===== src/design/ssc_pkg.sv =====
// Types, codes and constants of the SMILES syntax checker.
package ssc_pkg;

  localparam int RING_SLOTS_DEF = 100;
  localparam int RING_GROUP     = 10;
  localparam int RING_NUM_W     = 7;

  localparam logic [3:0] ST_OK         = 4'd0;
  localparam logic [3:0] ST_NESTED     = 4'd1;
  localparam logic [3:0] ST_STRAY      = 4'd2;
  localparam logic [3:0] ST_DOT_BOND   = 4'd3;
  localparam logic [3:0] ST_PAREN_BOND = 4'd4;
  localparam logic [3:0] ST_DOUBLE     = 4'd5;
  localparam logic [3:0] ST_ENDS_BOND  = 4'd6;
  localparam logic [3:0] ST_UNMATCHED  = 4'd7;
  localparam logic [3:0] ST_RING_OPEN  = 4'd8;
  localparam logic [3:0] ST_BAD_RING   = 4'd9;

  localparam logic [7:0] CH_ZERO   = 8'h30;
  localparam logic [7:0] CH_NINE   = 8'h39;
  localparam logic [7:0] CH_PCT    = 8'h25;
  localparam logic [7:0] CH_LBRACK = 8'h5b;
  localparam logic [7:0] CH_RBRACK = 8'h5d;
  localparam logic [7:0] CH_DOT    = 8'h2e;
  localparam logic [7:0] CH_LPAREN = 8'h28;
  localparam logic [7:0] CH_RPAREN = 8'h29;
  localparam logic [7:0] CH_DASH   = 8'h2d;
  localparam logic [7:0] CH_EQ     = 8'h3d;
  localparam logic [7:0] CH_HASH   = 8'h23;
  localparam logic [7:0] CH_COLON  = 8'h3a;
  localparam logic [7:0] CH_SLASH  = 8'h2f;
  localparam logic [7:0] CH_BSLASH = 8'h5c;

  typedef enum logic [2:0] {
    PH_IDLE  = 3'b001,
    PH_TENS  = 3'b010,
    PH_UNITS = 3'b100
  } pct_phase_t;

  typedef struct packed {
    logic [7:0] ch;
    logic       last;
  } char_req_t;

  typedef struct packed {
    logic [3:0]            status;
    logic [RING_NUM_W-1:0] ring_number;
  } result_req_t;

  typedef struct packed {
    logic [3:0] status;
    logic       scan_rings;
  } snap_t;

  function automatic logic is_digit(input logic [7:0] c);
    return (c >= CH_ZERO) && (c <= CH_NINE);
  endfunction

endpackage


===== src/design/ssc_char_stage.sv =====
// Input register, per-character state update and end-of-string snapshot.
module ssc_char_stage #(
  parameter int RING_SLOTS = ssc_pkg::RING_SLOTS_DEF
) (
  input  logic                    clk,
  input  logic                    rst,
  input  logic                    char_valid,
  output logic                    char_ready,
  input  ssc_pkg::char_req_t      char_req,
  output logic                    snap_valid,
  input  logic                    snap_ready,
  output ssc_pkg::snap_t          snap,
  output logic [RING_SLOTS-1:0]   snap_parity
);

  logic                          s0_valid;
  ssc_pkg::char_req_t            s0_req;
  logic                          s0_go;
  logic                          s1_free;

  logic                          inside_bracket;
  logic                          after_bond;
  logic [RING_SLOTS-1:0]         ring_parity;
  ssc_pkg::pct_phase_t           phase;
  logic [3:0]                    pct_tens;
  logic [3:0]                    err;

  logic                          inside_bracket_next;
  logic                          after_bond_next;
  logic [RING_SLOTS-1:0]         ring_parity_next;
  ssc_pkg::pct_phase_t           phase_next;
  logic [3:0]                    pct_tens_next;
  logic [3:0]                    err_next;
  ssc_pkg::snap_t                snap_next;

  logic [7:0]                    c;
  logic                          digit;
  logic [3:0]                    dval;
  logic                          bond;
  logic                          tog_en;
  logic [ssc_pkg::RING_NUM_W-1:0] tog_idx;
  logic [ssc_pkg::RING_NUM_W-1:0] pct_num;

  assign s1_free    = !snap_valid || snap_ready;
  assign s0_go      = s0_valid && (!s0_req.last || s1_free);
  assign char_ready = !s0_valid || s0_go;

  always_comb begin
    c       = s0_req.ch;
    digit   = ssc_pkg::is_digit(c);
    dval    = c[3:0];
    pct_num = {pct_tens, 3'b000} + 7'({pct_tens, 1'b0}) + 7'(dval);
    bond    = (!inside_bracket && (c == ssc_pkg::CH_DASH)) ||
              (c == ssc_pkg::CH_EQ) || (c == ssc_pkg::CH_HASH) ||
              (c == ssc_pkg::CH_COLON) || (c == ssc_pkg::CH_SLASH) ||
              (c == ssc_pkg::CH_BSLASH);

    inside_bracket_next = inside_bracket;
    after_bond_next     = after_bond;
    phase_next          = phase;
    pct_tens_next       = pct_tens;
    err_next            = err;
    tog_en              = 1'b0;
    tog_idx             = '0;

    if (err == ssc_pkg::ST_OK) begin
      case (phase)
        ssc_pkg::PH_TENS: begin
          if (!digit) begin
            err_next = ssc_pkg::ST_BAD_RING;
          end else begin
            pct_tens_next = dval;
            phase_next    = ssc_pkg::PH_UNITS;
          end
        end
        ssc_pkg::PH_UNITS: begin
          phase_next = ssc_pkg::PH_IDLE;
          if (!digit) begin
            err_next = ssc_pkg::ST_BAD_RING;
          end else begin
            after_bond_next = 1'b0;
            if (pct_num < 7'(RING_SLOTS)) begin
              tog_en  = 1'b1;
              tog_idx = pct_num;
            end else begin
              err_next = ssc_pkg::ST_BAD_RING;
            end
          end
        end
        default: begin
          if (digit && !inside_bracket) begin
            tog_en  = 1'b1;
            tog_idx = 7'(dval);
          end
          if ((c == ssc_pkg::CH_PCT) && !inside_bracket) begin
            phase_next = ssc_pkg::PH_TENS;
          end else if ((c == ssc_pkg::CH_LBRACK) && inside_bracket) begin
            err_next = ssc_pkg::ST_NESTED;
          end else if ((c == ssc_pkg::CH_RBRACK) && !inside_bracket) begin
            err_next = ssc_pkg::ST_STRAY;
          end else begin
            if (c == ssc_pkg::CH_LBRACK) inside_bracket_next = 1'b1;
            if (c == ssc_pkg::CH_RBRACK) inside_bracket_next = 1'b0;
            if ((c == ssc_pkg::CH_DOT) && after_bond) begin
              err_next = ssc_pkg::ST_DOT_BOND;
            end else if (((c == ssc_pkg::CH_LPAREN) || (c == ssc_pkg::CH_RPAREN)) &&
                         after_bond) begin
              err_next = ssc_pkg::ST_PAREN_BOND;
            end else if (bond) begin
              if (after_bond) err_next = ssc_pkg::ST_DOUBLE;
              else after_bond_next = 1'b1;
            end else begin
              after_bond_next = 1'b0;
            end
          end
        end
      endcase
    end

    for (int i = 0; i < RING_SLOTS; i++) begin
      ring_parity_next[i] = ring_parity[i] ^ (tog_en && (tog_idx == 7'(i)));
    end

    snap_next.scan_rings = 1'b0;
    if (err_next != ssc_pkg::ST_OK) begin
      snap_next.status = err_next;
    end else if (phase_next != ssc_pkg::PH_IDLE) begin
      snap_next.status = ssc_pkg::ST_BAD_RING;
    end else if (after_bond_next) begin
      snap_next.status = ssc_pkg::ST_ENDS_BOND;
    end else if (inside_bracket_next) begin
      snap_next.status = ssc_pkg::ST_UNMATCHED;
    end else begin
      snap_next.status     = ssc_pkg::ST_OK;
      snap_next.scan_rings = 1'b1;
    end
  end

  always_ff @(posedge clk) begin
    if (rst) begin
      s0_valid <= 1'b0;
    end else if (char_ready) begin
      s0_valid <= char_valid;
    end
    if (char_valid && char_ready) begin
      s0_req <= char_req;
    end
  end

  always_ff @(posedge clk) begin
    if (rst || (s0_go && s0_req.last)) begin
      inside_bracket <= 1'b0;
      after_bond     <= 1'b0;
      ring_parity    <= '0;
      phase          <= ssc_pkg::PH_IDLE;
      pct_tens       <= '0;
      err            <= ssc_pkg::ST_OK;
    end else if (s0_go) begin
      inside_bracket <= inside_bracket_next;
      after_bond     <= after_bond_next;
      ring_parity    <= ring_parity_next;
      phase          <= phase_next;
      pct_tens       <= pct_tens_next;
      err            <= err_next;
    end
  end

  always_ff @(posedge clk) begin
    if (rst) begin
      snap_valid <= 1'b0;
    end else if (s0_go && s0_req.last) begin
      snap_valid <= 1'b1;
    end else if (snap_ready) begin
      snap_valid <= 1'b0;
    end
    if (s0_go && s0_req.last) begin
      snap        <= snap_next;
      snap_parity <= ring_parity_next;
    end
  end

endmodule


===== src/design/ssc_ring_scan.sv =====
// Two-stage lowest-open-ring search and result register.
module ssc_ring_scan #(
  parameter int RING_SLOTS = ssc_pkg::RING_SLOTS_DEF
) (
  input  logic                  clk,
  input  logic                  rst,
  input  logic                  snap_valid,
  output logic                  snap_ready,
  input  ssc_pkg::snap_t        snap,
  input  logic [RING_SLOTS-1:0] snap_parity,
  output logic                  result_valid,
  input  logic                  result_ready,
  output ssc_pkg::result_req_t  result_req
);

  localparam int GW   = ssc_pkg::RING_GROUP;
  localparam int NG   = (RING_SLOTS + GW - 1) / GW;
  localparam int PADW = NG * GW;
  localparam int NW   = ssc_pkg::RING_NUM_W;

  logic [PADW-1:0]     pad;
  logic [NG-1:0]       grp_any_next;
  logic [NW-1:0]       grp_num_next [NG];

  logic                s2_valid;
  ssc_pkg::snap_t      s2_snap;
  logic [NG-1:0]       grp_any;
  logic [NW-1:0]       grp_num [NG];
  logic                s2_free;
  logic                s3_free;

  logic                found;
  logic [NW-1:0]       low_num;
  ssc_pkg::result_req_t result_next;

  assign pad        = PADW'(snap_parity);
  assign s3_free    = !result_valid || result_ready;
  assign s2_free    = !s2_valid || s3_free;
  assign snap_ready = s2_free;

  always_comb begin
    for (int g = 0; g < NG; g++) begin
      grp_any_next[g] = |pad[g*GW +: GW];
      grp_num_next[g] = '0;
      for (int k = GW - 1; k >= 0; k--) begin
        if (pad[g*GW + k]) grp_num_next[g] = NW'(g*GW + k);
      end
    end
  end

  always_ff @(posedge clk) begin
    if (rst) begin
      s2_valid <= 1'b0;
    end else if (s2_free) begin
      s2_valid <= snap_valid;
    end
    if (s2_free && snap_valid) begin
      s2_snap <= snap;
      grp_any <= grp_any_next;
      grp_num <= grp_num_next;
    end
  end

  always_comb begin
    found   = 1'b0;
    low_num = '0;
    for (int g = NG - 1; g >= 0; g--) begin
      if (grp_any[g]) begin
        found   = 1'b1;
        low_num = grp_num[g];
      end
    end
    if (s2_snap.scan_rings && found) begin
      result_next.status      = ssc_pkg::ST_RING_OPEN;
      result_next.ring_number = low_num;
    end else begin
      result_next.status      = s2_snap.status;
      result_next.ring_number = '0;
    end
  end

  always_ff @(posedge clk) begin
    if (rst) begin
      result_valid <= 1'b0;
    end else if (s3_free) begin
      result_valid <= s2_valid;
    end
    if (s3_free && s2_valid) begin
      result_req <= result_next;
    end
  end

endmodule


===== src/design/smiles_syntax_checker_unit.sv =====
// Top level of the SMILES syntax checker.
// Usage:
//   char channel: one ASCII character per request (char_req.ch), with
//   char_req.last set on the final character of a string.
//   result channel: one request per string, given for the character marked
//   last: status code and, for an open ring, the lowest open ring number.
//   Characters not marked last produce no result.
// Timing: a character is taken every cycle when the result side is not
//   stalled. A string's result passes the input register, state update
//   with snapshot, per-group ring search and final ring select into the
//   result register.
// Reset: rst (synchronous) clears the pipeline and all string state.
//   After the last character all string state returns to reset values.
// Stall: while result_ready is low the result register holds; characters
//   not marked last keep flowing, and up to three strings may complete
//   into the pipeline before char_ready drops.
module smiles_syntax_checker_unit #(
  parameter int RING_SLOTS = ssc_pkg::RING_SLOTS_DEF
) (
  input  logic                 clk,
  input  logic                 rst,
  input  logic                 char_valid,
  output logic                 char_ready,
  input  ssc_pkg::char_req_t   char_req,
  output logic                 result_valid,
  input  logic                 result_ready,
  output ssc_pkg::result_req_t result_req
);

  logic                  snap_valid;
  logic                  snap_ready;
  ssc_pkg::snap_t        snap;
  logic [RING_SLOTS-1:0] snap_parity;

  ssc_char_stage #(
    .RING_SLOTS (RING_SLOTS)
  ) u_char (
    .clk         (clk),
    .rst         (rst),
    .char_valid  (char_valid),
    .char_ready  (char_ready),
    .char_req    (char_req),
    .snap_valid  (snap_valid),
    .snap_ready  (snap_ready),
    .snap        (snap),
    .snap_parity (snap_parity)
  );

  ssc_ring_scan #(
    .RING_SLOTS (RING_SLOTS)
  ) u_scan (
    .clk          (clk),
    .rst          (rst),
    .snap_valid   (snap_valid),
    .snap_ready   (snap_ready),
    .snap         (snap),
    .snap_parity  (snap_parity),
    .result_valid (result_valid),
    .result_ready (result_ready),
    .result_req   (result_req)
  );

endmodule


===== config.mk =====
export PLATFORM = sky130hd
export DESIGN_NAME = smiles_syntax_checker_unit
export DESIGN_NICKNAME = d
export VERILOG_FILES = /design/src/design/ssc_pkg.sv /design/src/design/ssc_char_stage.sv /design/src/design/ssc_ring_scan.sv /design/src/design/smiles_syntax_checker_unit.sv
export SDC_FILE = /design/constraint.sdc
export NUM_CORES = 1
export LEC_CHECK = 0
export BUFFER_PORTS_ARGS = -buffer_cell sky130_fd_sc_hd__buf_2
export CAP_MARGIN = 20
export CORE_AREA = 2 2 175 177
export CTS_CLUSTER_DIAMETER = 150
export DETAILED_ROUTE_END_ITERATION = 7
export DIE_AREA = 0 0 177 179
export HOLD_SLACK_MARGIN = 0.1
export PLACE_DENSITY = 0.7
export RECOVER_POWER = 50
export SLEW_MARGIN = 40
export SYNTH_ARGS = -nofsm -noshare
export SYNTH_HDL_FRONTEND = slang
export SYNTH_SLANG_ARGS = --single-unit

===== constraint.sdc =====
create_clock -name clk -period 6.08 [get_ports clk]
set_input_delay 0.912 -clock clk [delete_from_list [all_inputs] [get_ports clk]]
set_output_delay 0.912 -clock clk [all_outputs]
set_load 0.01 [all_outputs]

-- Word level (Yosys, flattened, before mapping)
Cells that the tools add are included.
- logic and storage cells: 617
- bits in writable memories: 0
- input port bits: 13
- memories kept: 0
- register bits: 323
- bits in read-only memories: 0
- latch bits: 0
- div/mod/pow operators: 0
- order comparisons: 3
- reduce and logical (&&, ||, !) cells: 179
- shift operators: 0
- eq/ne operators: 114
- $mul: 0
- mux-type cells: 159
- bitwise operators: 100
- $add $sub $neg: 2
- operators by type and width (operator ; number):
    7-bit == test (second input constant) ; 36
    7-bit by 6-bit == test with 1-bit output (second input constant) ; 32
    7-bit two-way mux ; 22
    4-bit two-way mux ; 33
    1-bit logical AND ; 114
    7-bit by 5-bit == test with 1-bit output (second input constant) ; 16
    10-bit OR reduction ; 10
    1-bit bitwise XOR ; 100
    3-bit two-way mux ; 28
    9-bit OR reduction ; 9
    6-bit two-way mux ; 13
    8-bit by 6-bit == test with 1-bit output (second input constant) ; 9
    7-bit by 4-bit == test with 1-bit output (second input constant) ; 8
    1-bit two-way mux ; 42
    5-bit two-way mux ; 6
    7-bit by 3-bit == test with 1-bit output (second input constant) ; 4
    8-bit by 7-bit == test with 1-bit output (second input constant) ; 3
    8-bit OR reduction ; 3
    2-bit OR reduction ; 11
    2-bit two-way mux ; 10
    4-bit OR reduction ; 5
    6-bit OR reduction ; 3
    7-bit by 2-bit == test with 1-bit output (second input constant) ; 2
    7-bit case mux with 2 select lines ; 1
    20 further kinds ; 37

-- Logic depth before layout (Yosys ltp)
- depth in word-level cells: 18
- gate-level depth with buffers: 16
- gate-level depth less buffers: 12

-- By module
A second synthesis with hierarchy kept.
- cells, all modules: 1447
- area, all modules: 15104.5 um2
- by module, submodules not included (module ; cells an instance ; area an instance (um2) ; instances):
    ssc_char_stage ; 1063 ; 11114.4 ; 1
    ssc_ring_scan ; 384 ; 3990.1 ; 1

-- Least setup slack after synthesis
No wires, ideal clock.
- path kind: in2reg
- from: input port result_ready
- to: register u_scan.grp_any[0] (enable)
- setup slack: -0.302 ns
- cell stages on the path: 2
- arrival time: 5.791 ns
- path buffers: 0
- cell sequence: nor2b_1 > a21boi_0
- word-level cells in the longest chain between the ends: 3
- RTL lines (what ; line ; source):
    start, declared ; smiles_syntax_checker_unit.sv:26 ; input logic result_ready,
    1-bit logical OR ; ssc_ring_scan.sv:37 ; assign s3_free = !result_valid || result_ready;
    1-bit logical OR ; ssc_ring_scan.sv:38 ; assign s2_free = !s2_valid || s3_free;
    1-bit logical AND ; ssc_ring_scan.sv:57 ; if (s2_free && snap_valid) begin
    end signal, assigned ; ssc_ring_scan.sv:59 ; grp_any <= grp_any_next;
    end, declared ; ssc_ring_scan.sv:27 ; logic [NG-1:0] grp_any;
No other way between the ends.
A chain may end at the register's enable or synchronous reset.

-- Final worst setup path
- from: input port result_ready
- to: register u_char.ring_parity[41]
- word-level cells in the longest chain between the ends: 7
- RTL lines (what ; line ; source):
    1-bit logical OR (*) ; ssc_ring_scan.sv:37 ;
    1-bit logical OR (*) ; ssc_ring_scan.sv:38 ;
    1-bit logical OR (*) ; ssc_char_stage.sv:44 ; assign s1_free = !snap_valid || snap_ready;
    1-bit logical OR (*) ; ssc_char_stage.sv:45 ; assign s0_go = s0_valid && (!s0_req.last || s1_free);
    1-bit logical AND (*) ; ssc_char_stage.sv:45 ;
    1-bit logical AND ; ssc_char_stage.sv:151 ; if (rst || (s0_go && s0_req.last)) begin
    1-bit logical OR ; ssc_char_stage.sv:151 ;
    end signal, assigned ; ssc_char_stage.sv:161 ; ring_parity <= ring_parity_next;
    end, declared ; ssc_char_stage.sv:23 ; logic [RING_SLOTS-1:0] ring_parity;
Mark *: on every way between the ends. The rest lies on a longest branch, timed or not.

==> key figures <==
Run status
  • Status: finished, violations left
  • Failing checks: capacitance limit, slew limit

Placement
  • GP Congestion: around 0.9
  • PortBufs: 25
  • Post-DP HPWL: 24,800 um

CTS
  • Resize count post-CTS: 0
  • Post-CTS Setup Inserts: 0
  • Clock latency on the worst-skew pair: between 500 and 600 ps
  • H-tree Lvls: 2
  • CTS tree: done
  • Hold-fix buffers, CTS: 0
  • CTS Buf Count: 34
  • Clock sink count: slightly above 300
  • CTS Buffer Depth: 3
  • Worst-path clk slew: 60 ps
  • Root Driver: clkbuf_16

Worst setup path
  • Crit. End Element: register
  • Crit Reg-Reg Startpoint: u_scan.s2_valid$_SDFFE_PP0P_
  • Startpoint types: input pin
  • WP data required: 6450 ps
  • Setup CP Type: input pin to register
  • Crit path max fanout: 60
  • Worst reg2reg setup slack: 1190 ps
  • Reg2reg end: u_char.ring_parity[41]$_SDFFE_PP0P_
  • CP arrival: 5370 ps
  • CP endpoint: u_char.ring_parity[41]$_SDFFE_PP0P_
  • Critical path startpoint: result_ready
  • Reg2reg path depth: 6

STA
  • Clock skew: between 20 and 25 ps
  • Fin Hold WS: between 400 and 500 ps
  • Share of the clock period used by the worst path: 0.823
  • Final hold violations: 0
  • RSZ-0062 raised after global routing: no
  • Measured slew at the worst slew-check pin: ~3700 ps
  • Final Setup Violations: 0
  • Count of final max-slew check failures: approximately 120
  • Minimum clock period: 5000 ps
  • FMAX: 200 MHz
  • Setup TNS Final: 0 ps
  • Max-slew headroom: -1.47

Global routing
  • Initial antenna violation count: 1
  • First-pass GRT wire length: 56,200 um
  • Via count of the first global-routing pass: 10,442
  • Largest net degree at the start of global routing: 67
  • Overflow after GRT: 0
  • Gr usage total: 0.230

Layout
  • Fin nets: around 1,500
  • P&R area growth vs syn: 10.6%
  • Inserted Diodes: 0
  • Share of cells above drive strength 1: 0.0741

Power and ir drop
  • Pwr/cell area: 266 nW/um2
  • Maximum VDD drop: 0.214 mV
  • Total power: about 4.3 mW
  • Leakage Power: around 5.9 nW

Floorplanning
  • Die height: around 180 um
  • Chip width: about 180 um
  • Placeable core region: ~30,000 um2
  • Die Area: ~32,000 um2
  • IO Pins: 26
  • Rows: 64
  • Starting density of the core: 0.491

Synth
  • Number of synthesized flops with an enable pin: ~190
  • Mapped Area: around 15,000 um2
  • Mapped Avg Cell Area: around 10 um2
  • Synthesized net count: roughly 1,500
  • Synth warnings: 0
  • Syn Inst Count: between 1,000 and 1,500
  • Most used DFF post-synth: edfxtp_1
  • Seq cells post-synth: between 300 and 400
  • Async S/R FF share, synth: 0
  • Post-synthesis cell type count: 81
  • Sequential share of the synthesized area: 0.548

Drt
  • Routed vias: around 11,000
  • First-pass iteration count of the detailed router: 7
  • Vias per cell: 5.78
  • DRC: 0
  • Post-route ant nets: 0
  • Routed WL: ~36,000 um
  • DR WL/cell: around 19 um
  • DRT iter0 DRCs: between 900 and 1,000

Hold path
  • Hold_sp: u_char.snap[1]$_DFFE_PP_
  • Worst hold path class: register to register
  • Hold depth: 0

Job
  • Max-cap violations: 2
## per-stage QoR
stage          setup WS [ps]  cell area [um2]  utilization  cells
3_3_place_gp            1480            15200        0.508   1845
4_1_cts                 1310            16300        0.544   1908
6_report                1080            16300        0.543   1908
3_5_place_dp            1330            15300        0.508   1846
2_1_floorplan            945            14700            -   1473
5_1_grt                  674            16300        0.543   1908
## critical path, stage by stage
cell	delay [ps]
buf_2	80
and4b_1	230
nand2_1	110
and3_1	1910
or2_2	1250
buf_4	660
nor2_1	120
## area by class of cell
type | instances | area, um2
fillers | 2655 | 13700
flip-flops and latches | 308 | 8080
multi-input cells | 1058 | 6280
clock buffers | 51 | 996
well taps | 396 | 495
repair buffers | 39 | 208
inverters | 45 | 169
clock inverters | 11 | 78.8
## power by group
group	leakage, nW	total, mW	switching (mW)	internal (mW)
Clock	0.521	1.96	0.817	1.14
Combinational	2.55	0.130	0.0988	0.0315
Sequential	2.86	2.26	0.0232	2.24
Total	5.93	4.35	0.939	3.41
## cells by family (layout without fill, tap and decap cells)
| group | count (synthesis) | count (layout) | share of synthesized area |
|---|---|---|---|
| fa+ha+maj | 9 | 9 | 0.00865 |
| mux | 6 | 6 | 0.00441 |
| compound gates | 272 | 272 | 0.113 |
| simple gates | 617 | 617 | 0.206 |
| xor+xnor | 154 | 154 | 0.0925 |
| buf+inv | 107 | 146 | 0.0285 |
| flops | 308 | 308 | 0.548 |
## routing by layer
metal / GRT usage / vias to the layer above / part of all wire
met5: 0 / - / 0
met4: 0.0875 / 0 / 0.034
met3: 0.0269 / 79 / 0.061
met2: 0.389 / 367 / 0.48
met1: 0.303 / 5312 / 0.42
li1: - / 5277 / -
## cells in the mapped netlist (3+ instances only)
library cell,n,share of area
nor4_1,23,0.0098
o31ai_1,15,0.0076
nand2b_1,7,0.0030
o21bai_1,11,0.0056
xnor2_1,46,0.027
nor3_2,4,0.0027
or4_1,7,0.0036
a221oi_1,4,0.0024
nor2b_1,17,0.0072
nand3_1,59,0.020
xor2_1,106,0.063
nand2_1,107,0.027
a21oi_1,121,0.041
edfxtp_1,191,0.39
dfxtp_1,117,0.16
nand3b_1,3,0.0015
a311oi_1,3,0.0018
a31oi_1,9,0.0038
o31a_1,3,0.0018
nor3_1,63,0.021
and2_1,13,0.0055
a211oi_1,3,0.0015
nand4_1,5,0.0021
or3_1,56,0.024
o21ai_0,68,0.023
nor2_1,214,0.054
buf_2,15,0.0051
a2111oi_0,3,0.0018
inv_1,45,0.011
ha_1,7,0.0059
nand3_2,6,0.0041
mux2i_1,4,0.0027
and3_1,11,0.0047
clkbuf_1,45,0.011
or2_2,5,0.0021
## worst min path at each step
stage,to,slack [ps]
finish,u_scan.s2_snap[1]$_DFFE_PP_,420
global route,u_scan.s2_snap[1]$_DFFE_PP_,420
CTS,u_scan.s2_snap[1]$_DFFE_PP_,420
detailed placement,u_scan.s2_snap[1]$_DFFE_PP_,410
global placement,u_scan.s2_snap[4]$_DFFE_PP_,400
floorplan,u_scan.s2_snap[0]$_DFFE_PP_,400
## registers in the layout, indices dropped and copies added, names as in the netlist, 3 cells and up
| signal | cells |
|---|---|
| u_char.phase | 3 |
| u_char.c | 8 |
| u_char.snap | 5 |
| u_char.snap_parity | 100 |
| u_scan.grp_num | 51 |
| u_char.ring_parity | 100 |
| u_char.err | 4 |
| u_scan.grp_any | 10 |
| u_scan.s2_snap | 5 |
| u_scan.result_req | 11 |
| u_char.pct_tens | 4 |
## layout by cell type (no fill, tap or decap), drive strengths merged, types with 25 or more instances in the layout
cell and instances:
o21ai 70, or3 56, a21oi 124, nor2 215, nor3 68, edfxtp 191
xor2 107, dfxtp 117, inv 45, xnor2 47, clkbuf 67, nand2 107
nor4 25, nand3 65
No activity file was read; power rests on OpenSTA's default activity.
